File: config.mk
export PLATFORM = sky130hd
export DESIGN_NAME = ring_neighbor_grant_arbiter_unit
export DESIGN_NICKNAME = d
export VERILOG_FILES = /design/src/sv/rnga_pkg.sv /design/src/sv/rnga_seat_cell.sv /design/src/sv/ring_neighbor_grant_arbiter_unit.sv
export SDC_FILE = /design/constraint.sdc
export NUM_CORES = 1
export LEC_CHECK = 0
export BUFFER_PORTS_ARGS = -buffer_cell sky130_fd_sc_hd__clkbuf_2
export CAP_MARGIN = 0
export CORE_UTILIZATION = 62
export CTS_BUF_LIST = sky130_fd_sc_hd__clkbuf_4
export CTS_CLUSTER_DIAMETER = 80
export DETAILED_ROUTE_END_ITERATION = 8
export GPL_ROUTABILITY_DRIVEN = 0
export PLACE_DENSITY = 0.81
export SYNTH_ARGS = -nofsm -noshare
export SYNTH_HDL_FRONTEND = slang
export SYNTH_HIERARCHICAL = 1
export SYNTH_SLANG_ARGS = --single-unit
File: constraint.sdc
create_clock -name clock -period 3.4 [get_ports clock]
set_input_delay 0.34 -clock clock [delete_from_list [all_inputs] [get_ports clock]]
set_output_delay 0.34 -clock clock [all_outputs]
set_load 0.1 [all_outputs]
File: src/sv/rnga_pkg.sv
// Shared constants and types of the ring neighbor grant arbiter.
`timescale 1ns / 1ps

package rnga_pkg;

   // Number of seat cells in the ring.
   localparam int MAX_SEATS = 16;
   // Width of a seat index.
   localparam int SEAT_W = 4;
   // Width of the seat count register.
   localparam int CNT_W = 5;
   // Seat count after reset.
   localparam logic [CNT_W-1:0] COUNT_RESET = CNT_W'(5);

   // Codes for the two input actions.
   localparam logic ACT_REQUEST = 1'b0;
   localparam logic ACT_RELEASE = 1'b1;

   typedef enum logic [1:0] {
      ST_THINKING = 2'd0,
      ST_HUNGRY   = 2'd1,
      ST_EATING   = 2'd2
   } seat_state_type;

   // Command broadcast from the sequencer to one seat cell.
   typedef struct packed {
      logic           write;     // load wr_state into the cell
      seat_state_type wr_state;  // state to load
      logic           test;      // run the grant test on this cell
   } cell_cmd_type;

endpackage

File: src/sv/rnga_seat_cell.sv
// One seat of the ring: holds its state and runs the grant test.
`timescale 1ns / 1ps

module rnga_seat_cell (
   input  logic                  clock,
   input  logic                  reset,
   input  rnga_pkg::cell_cmd_type cmd,
   input  logic                  eat_left,
   input  logic                  eat_right,
   output logic                  eating,
   output logic                  grant
);

   rnga_pkg::seat_state_type state_ff;
   rnga_pkg::seat_state_type state_in;

   always_comb begin
      grant = cmd.test && (state_ff == rnga_pkg::ST_HUNGRY) && !eat_left && !eat_right;
      state_in = state_ff;
      if (cmd.write) begin
         state_in = cmd.wr_state;
      end else if (grant) begin
         state_in = rnga_pkg::ST_EATING;
      end
   end

   always_ff @(posedge clock) begin
      if (reset) begin
         state_ff <= rnga_pkg::ST_THINKING;
      end else begin
         state_ff <= state_in;
      end
   end

   assign eating = (state_ff == rnga_pkg::ST_EATING);

endmodule

File: src/sv/ring_neighbor_grant_arbiter_unit.sv
// Top level of the ring neighbor grant arbiter: sequencer, count register and seat ring.
`timescale 1ns / 1ps

// The block arbitrates a ring of seats in which each seat shares a resource with
// both of its neighbors. A request (req_action = 0) is taken at a clock edge where
// start is high and busy is low. A request marks the seat hungry and gives one
// result telling whether the seat was granted. A release (req_action = 1) marks the
// seat thinking and gives two results: the test of the left neighbor, then the test
// of the right neighbor, the second flagged by rsp_last. A seat at or above the
// active count gives one result with rsp_bad_seat set and changes nothing. Each
// result is shown for exactly one cycle under rsp_strobe and must be taken then;
// the receiver cannot stall the block. The seat state is written at the edge that
// takes the request; busy then stays high through the grant test phases, S_TEST1
// and, for a release, S_TEST2, and the result register lets the next request
// enter while the last result is still on the ports. The user must write the seat
// count through the csr_ port only while the block is idle; the block does not
// enforce this. Values above the number of seat cells are treated as that number.
module ring_neighbor_grant_arbiter_unit (
   input  logic                          clock,
   input  logic                          reset,
   // Request channel.
   input  logic                          start,
   output logic                          busy,
   input  logic                          req_action,
   input  logic [rnga_pkg::SEAT_W-1:0]   req_seat,
   // Result channel.
   output logic                          rsp_strobe,
   output logic [rnga_pkg::SEAT_W-1:0]   rsp_tested_seat,
   output logic                          rsp_granted,
   output logic                          rsp_bad_seat,
   output logic                          rsp_last,
   // Seat count register.
   input  logic                          csr_valid,
   output logic                          csr_ready,
   input  logic [rnga_pkg::CNT_W-1:0]    csr_data
);

   localparam logic [rnga_pkg::CNT_W-1:0] MAX_CNT = rnga_pkg::CNT_W'(rnga_pkg::MAX_SEATS);

   typedef enum logic [1:0] {
      S_IDLE,
      S_TEST1,
      S_TEST2
   } phase_type;

   phase_type                       phase_ff, phase_in;
   logic [rnga_pkg::CNT_W-1:0]      count_ff;
   logic [rnga_pkg::SEAT_W-1:0]     seat_ff, seat_in;
   logic [rnga_pkg::SEAT_W-1:0]     left_ff, left_in;
   logic [rnga_pkg::SEAT_W-1:0]     right_ff, right_in;
   logic                            action_ff, action_in;
   logic                            bad_ff, bad_in;
   logic                            strobe_in, granted_in, badout_in, last_in;
   logic [rnga_pkg::SEAT_W-1:0]     tested_in;

   logic [rnga_pkg::CNT_W-1:0]      n_eff;
   logic [rnga_pkg::SEAT_W-1:0]     last_idx;
   logic                            accept;
   logic                            req_bad;
   logic [rnga_pkg::SEAT_W-1:0]     req_left, req_right;
   logic [rnga_pkg::SEAT_W-1:0]     test_seat;
   logic                            test_en;

   logic [rnga_pkg::MAX_SEATS-1:0]  eating;
   logic [rnga_pkg::MAX_SEATS-1:0]  grants;
   logic [rnga_pkg::MAX_SEATS-1:0]  eat_l, eat_r;
   rnga_pkg::cell_cmd_type          cmds [rnga_pkg::MAX_SEATS];

   // The register always takes a write; software must write it only while idle, which the block does not check.
   assign csr_ready = 1'b1;

   always_ff @(posedge clock) begin
      if (reset) begin
         count_ff <= rnga_pkg::COUNT_RESET;
      end else if (csr_valid && csr_ready) begin
         count_ff <= csr_data;
      end
   end

   // Effective ring size and the index of the seat that closes the ring.
   assign n_eff    = (count_ff > MAX_CNT) ? MAX_CNT : count_ff;
   assign last_idx = rnga_pkg::SEAT_W'(n_eff - rnga_pkg::CNT_W'(1));

   assign busy    = (phase_ff != S_IDLE);
   assign accept  = start && !busy;
   assign req_bad = ({1'b0, req_seat} >= n_eff);

   // Ring neighbors of the incoming seat; with one seat both are the seat itself.
   assign req_left  = (req_seat == '0) ? last_idx : req_seat - rnga_pkg::SEAT_W'(1);
   assign req_right = (({1'b0, req_seat} + rnga_pkg::CNT_W'(1)) >= n_eff) ? '0
                    : req_seat + rnga_pkg::SEAT_W'(1);

   // The first test looks at the acting seat for a request and at its left
   // neighbor for a release; the second test is always the right neighbor.
   assign test_seat = (phase_ff == S_TEST1) ? (action_ff ? left_ff : seat_ff) : right_ff;
   assign test_en   = ((phase_ff == S_TEST1) && !bad_ff) || (phase_ff == S_TEST2);

   // Seat ring. Each cell hands its eating flag to both neighbors every cycle;
   // the cell that closes the ring hands it across to seat zero and back.
   for (genvar i = 0; i < rnga_pkg::MAX_SEATS; i++) begin : g_ring
      if (i == 0) begin : g_first
         assign eat_l[i] = eating[last_idx];
      end else begin : g_inner_l
         assign eat_l[i] = eating[i-1];
      end
      if (i == rnga_pkg::MAX_SEATS - 1) begin : g_end
         assign eat_r[i] = eating[0];
      end else begin : g_inner_r
         assign eat_r[i] = (last_idx == rnga_pkg::SEAT_W'(i)) ? eating[0] : eating[i+1];
      end

      assign cmds[i].write    = accept && !req_bad && (req_seat == rnga_pkg::SEAT_W'(i));
      assign cmds[i].wr_state = (req_action == rnga_pkg::ACT_RELEASE) ? rnga_pkg::ST_THINKING
                              : rnga_pkg::ST_HUNGRY;
      assign cmds[i].test     = test_en && (test_seat == rnga_pkg::SEAT_W'(i));

      rnga_seat_cell u_cell (
         .clock     (clock),
         .reset     (reset),
         .cmd       (cmds[i]),
         .eat_left  (eat_l[i]),
         .eat_right (eat_r[i]),
         .eating    (eating[i]),
         .grant     (grants[i])
      );
   end

   // Sequencer next state and result register inputs.
   always_comb begin
      phase_in   = phase_ff;
      seat_in    = seat_ff;
      left_in    = left_ff;
      right_in   = right_ff;
      action_in  = action_ff;
      bad_in     = bad_ff;
      strobe_in  = 1'b0;
      tested_in  = test_seat;
      granted_in = |grants;
      badout_in  = 1'b0;
      last_in    = 1'b0;
      case (phase_ff)
         S_IDLE: begin
            if (accept) begin
               seat_in   = req_seat;
               left_in   = req_left;
               right_in  = req_right;
               action_in = req_action;
               bad_in    = req_bad;
               phase_in  = S_TEST1;
            end
         end
         S_TEST1: begin
            strobe_in = 1'b1;
            if (bad_ff) begin
               tested_in  = seat_ff;
               granted_in = 1'b0;
               badout_in  = 1'b1;
               last_in    = 1'b1;
               phase_in   = S_IDLE;
            end else if (action_ff == rnga_pkg::ACT_RELEASE) begin
               phase_in = S_TEST2;
            end else begin
               last_in  = 1'b1;
               phase_in = S_IDLE;
            end
         end
         S_TEST2: begin
            strobe_in = 1'b1;
            last_in   = 1'b1;
            phase_in  = S_IDLE;
         end
         default: begin
            phase_in = S_IDLE;
         end
      endcase
   end

   always_ff @(posedge clock) begin
      if (reset) begin
         phase_ff   <= S_IDLE;
         rsp_strobe <= 1'b0;
      end else begin
         phase_ff   <= phase_in;
         rsp_strobe <= strobe_in;
      end
      seat_ff         <= seat_in;
      left_ff         <= left_in;
      right_ff        <= right_in;
      action_ff       <= action_in;
      bad_ff          <= bad_in;
      rsp_tested_seat <= tested_in;
      rsp_granted     <= granted_in;
      rsp_bad_seat    <= badout_in;
      rsp_last        <= last_in;
   end

   // At most one seat is tested, and so granted, in any cycle.
   a_one_grant: assert property (@(posedge clock) disable iff (reset)
      $onehot0(grants))
      else $error("more than one seat granted in one cycle");

   // A taken request always yields a result, registered from its first test phase.
   a_result_follows: assert property (@(posedge clock) disable iff (reset)
      (start && !busy) |=> ##1 rsp_strobe)
      else $error("no result after a taken request");

   // An out of range seat gives a lone result that grants nothing.
   a_bad_alone: assert property (@(posedge clock) disable iff (reset)
      (rsp_strobe && rsp_bad_seat) |-> (rsp_last && !rsp_granted))
      else $error("bad seat result not final or granted");

   // The second result of a release comes right after the first.
   a_release_pair: assert property (@(posedge clock) disable iff (reset)
      (rsp_strobe && !rsp_last) |=> (rsp_strobe && rsp_last))
      else $error("release result pair broken");

endmodule
==> metrics.txt <==
root buffer cell clkbuf_4; Fin Setup TNS 0 ns; share of layout cells above drive strength 1 roughly 14%; min-delay src req_action; DP HPWL slightly below 8 mm; htree depth 3; most frequent cells in the layout nand2_1 (53), nor2_1 (49), dfxtp_1 (47); Iter 0 DRT Violations 558; diode count 0; die height ~85 um; crit-path max FO 7; critical path class reg -> reg; met3 routed WL ~1.1 mm; vias per cell roughly 6.4; hold path depth 1; clock power share 34.7%; Worst R2R Path Depth 12; Gate power share a little under a quarter; IO Pins 24; period utilisation layout 86.3%; sw frac ~32%; P_leak 1.79 nW; CTS tree built; PD cells approximately 400 nW/um2; Initial Util 65.4%; Pins Over Slew Limit 0; Worst Tran Pin Value approximately 1.1 ns; endpoints failing hold 0; initial antenna violation count 0; CP Data Arrival Time about 3.3 ns; crit-path most repeated cell nand2_1; Flop pwr share a little over two fifths; crit start category register; DR vias roughly 3800; Crit path largest cell delay approximately 0.42 ns; Core ar. 6460 um2; setup bufs post-CTS 0; first-pass GRT wire length 17.5 mm; Routed Antenna Nets 0; worst skew pair latency approximately 0.41 ns; clock transition at the registers of the reported paths between 0.1 and 0.15 ns; Int Power around 1.3 mW; maxcap violations 0; post-synthesis register bit count 61; min cycle time layout between 2 and 3 ns; total track usage approximately a third; first-pass detailed-route iteration total 9; Die Footprint slightly above 7000 um2; Clock Skew about 0.013 ns; status finished, violations left; Setup Viol. Count Final 0; CP max stage cell nor4b_1; CTS max path bufs 2; r2r endpoint rsp_granted; WL final around 11 mm; Total Power 1.87 mW; leading cell type in the layout, fill and taps excluded nand2_1; Critical Path Sink Type register; RR Startpoint count_ff[4]; WHS Endpoint action_ff; GRT overflow 0; Final #Nets approximately 550; post_cts resized 0; CP bufs+invs 2; Psw approximately 600 uW; routed len/inst between 15 and 20 um; Synth async-reset ratio 0%; met2 wire length 5.05 mm; # rows 29; # clock sinks 61; RSZ-0062 raised after global routing false; failing checks DRC; Hold Path Class in -> reg; IO buf count 22; vias in the first global route roughly 3500; cell count after synthesis around 480; area grow syn2layout 10.2%; routed metal-1 wire length about 4.4 mm; # DRC 8; post-synthesis sequential area ratio about 32%; Distinct cells, synth 47; Worst slew margin 29.1%; TritonCTS Buffers 9; Critical Path RT between 3 and 4 ns; Synth Warn # 6; Avg Inst Size Synth a little under 9 um2; ys flop type dfxtp_1; Post-synth EDFFs 14; largest net degree at the start of global routing 57; synthesized cell area ~4200 um2; Die Wd about 85 um; f_max about 340 MHz; register-to-register setup slack between 0.4 and 0.5 ns; CP top delay family simple AND/OR/NAND/NOR gates; worst path cell trace inv_1, nand2_1, buf_4, ha_1, xnor2_1, nor2_1, nand2_1, mux2_1, nor4b_1, and2_2, nor4_1, a41oi_1; Top Metal Used met4; IR drop worst, VDD roughly 0.23 mV; Post-CTS Hold Buffers 0
## kinds of logic after synthesis
family,synth area share [%]
other cells,0.178
fa+ha+maj,6.52
compound gates,12.5
buf+inv,3.85
simple gates,34.2
xor+xnor,0.830
mux,9.75
flops,32.2
## cells in the mapped netlist, types with 3 or more instances
cell type / instances / area [um2]
a21oi_1: 6 / 30.0
a221oi_1: 16 / 140
and2_2: 16 / 120
and2b_1: 16 / 120
and3_1: 3 / 18.8
clkbuf_1: 12 / 45.0
dfxtp_1: 47 / 941
edfxtp_1: 14 / 420
ha_1: 22 / 275
inv_1: 28 / 105
mux2_1: 9 / 101
mux2_4: 8 / 120
mux2i_1: 10 / 100
mux4_2: 4 / 90.1
nand2_1: 53 / 199
nand2b_1: 11 / 68.8
nand3_1: 18 / 90.1
nand4bb_1: 16 / 180
nor2_1: 49 / 184
nor2b_1: 10 / 62.6
nor3_1: 3 / 15.0
nor4_1: 4 / 25.0
nor4b_1: 16 / 140
o21a_1: 4 / 30.0
o21ai_0: 6 / 30.0
o22ai_1: 16 / 100
o31ai_1: 16 / 120
or3b_1: 16 / 140
## power by group through the flow
stage | Combinational, mW | Clock, mW | Sequential [mW]
detailed placement | 0.412 | 0 | 0.815
finish | 0.423 | 0.650 | 0.799
global route | 0.452 | 0.687 | 0.802
global placement | 0.402 | 0 | 0.814
CTS | 0.414 | 0.659 | 0.798
floorplan | 0.233 | 0 | 0.888
## layer usage
| layer | vias up | GRT usage [%] |
|---|---|---|
| met5 | - | 0 |
| met4 | 0 | 12.6 |
| met3 | 48 | 6.98 |
| met2 | 211 | 52.4 |
| met1 | 1753 | 40.2 |
| li1 | 1805 | - |
## area by class of cell
class	count	area, um2
multi-input combinational	389	2760
tap	77	96.3
sequential	61	1360
fill	519	1800
clock inverter	7	114
inverter	28	105
timing repair buffer	28	155
clock buffer	9	67.6
## how the worst max path moves through the flow
stage                               endpoint   startpoint  slack, ns  cells after the start
5_1_grt        g_ring[13].u_cell/state_ff[1]  count_ff[4]       0.29                     11
3_5_place_dp   g_ring[13].u_cell/state_ff[1]  count_ff[4]       0.64                     11
3_3_place_gp                     rsp_granted  count_ff[4]       0.67                     13
2_1_floorplan                    rsp_granted  count_ff[4]       0.69                     12
4_1_cts                          rsp_granted  count_ff[4]       0.52                     12
6_report                         rsp_granted  count_ff[4]       0.47                     12
## through the flow
stage / instance area (um2) / instances / setup WS [ns] / hold WS (ns) / util, %
finish: 4660 / 599 / 0.467 / 0.123 / 72.1
global route: 4660 / 599 / 0.291 / 0.100 / 72.1
CTS: 4660 / 599 / 0.521 / 0.110 / 72.1
detailed placement: 4470 / 583 / 0.638 / 0.469 / 69.3
global placement: 4470 / 583 / 0.670 / 0.462 / 69.3
floorplan: 4280 / 492 / 0.691 / 0.419 / -
## registers in the layout (all words and copies together) (netlist names)
signal,count
left_ff,4
phase_ff,2
rsp_bad_seat,1
bad_ff,1
rsp_tested_seat,4
count_ff,5
rsp_granted,1
rsp_last,1
rsp_strobe,1
g_ring.u_cell/state_ff,32
action_ff,1
right_ff,4
seat_ff,4
Note: power is estimated with default switching activity, not from simulation.
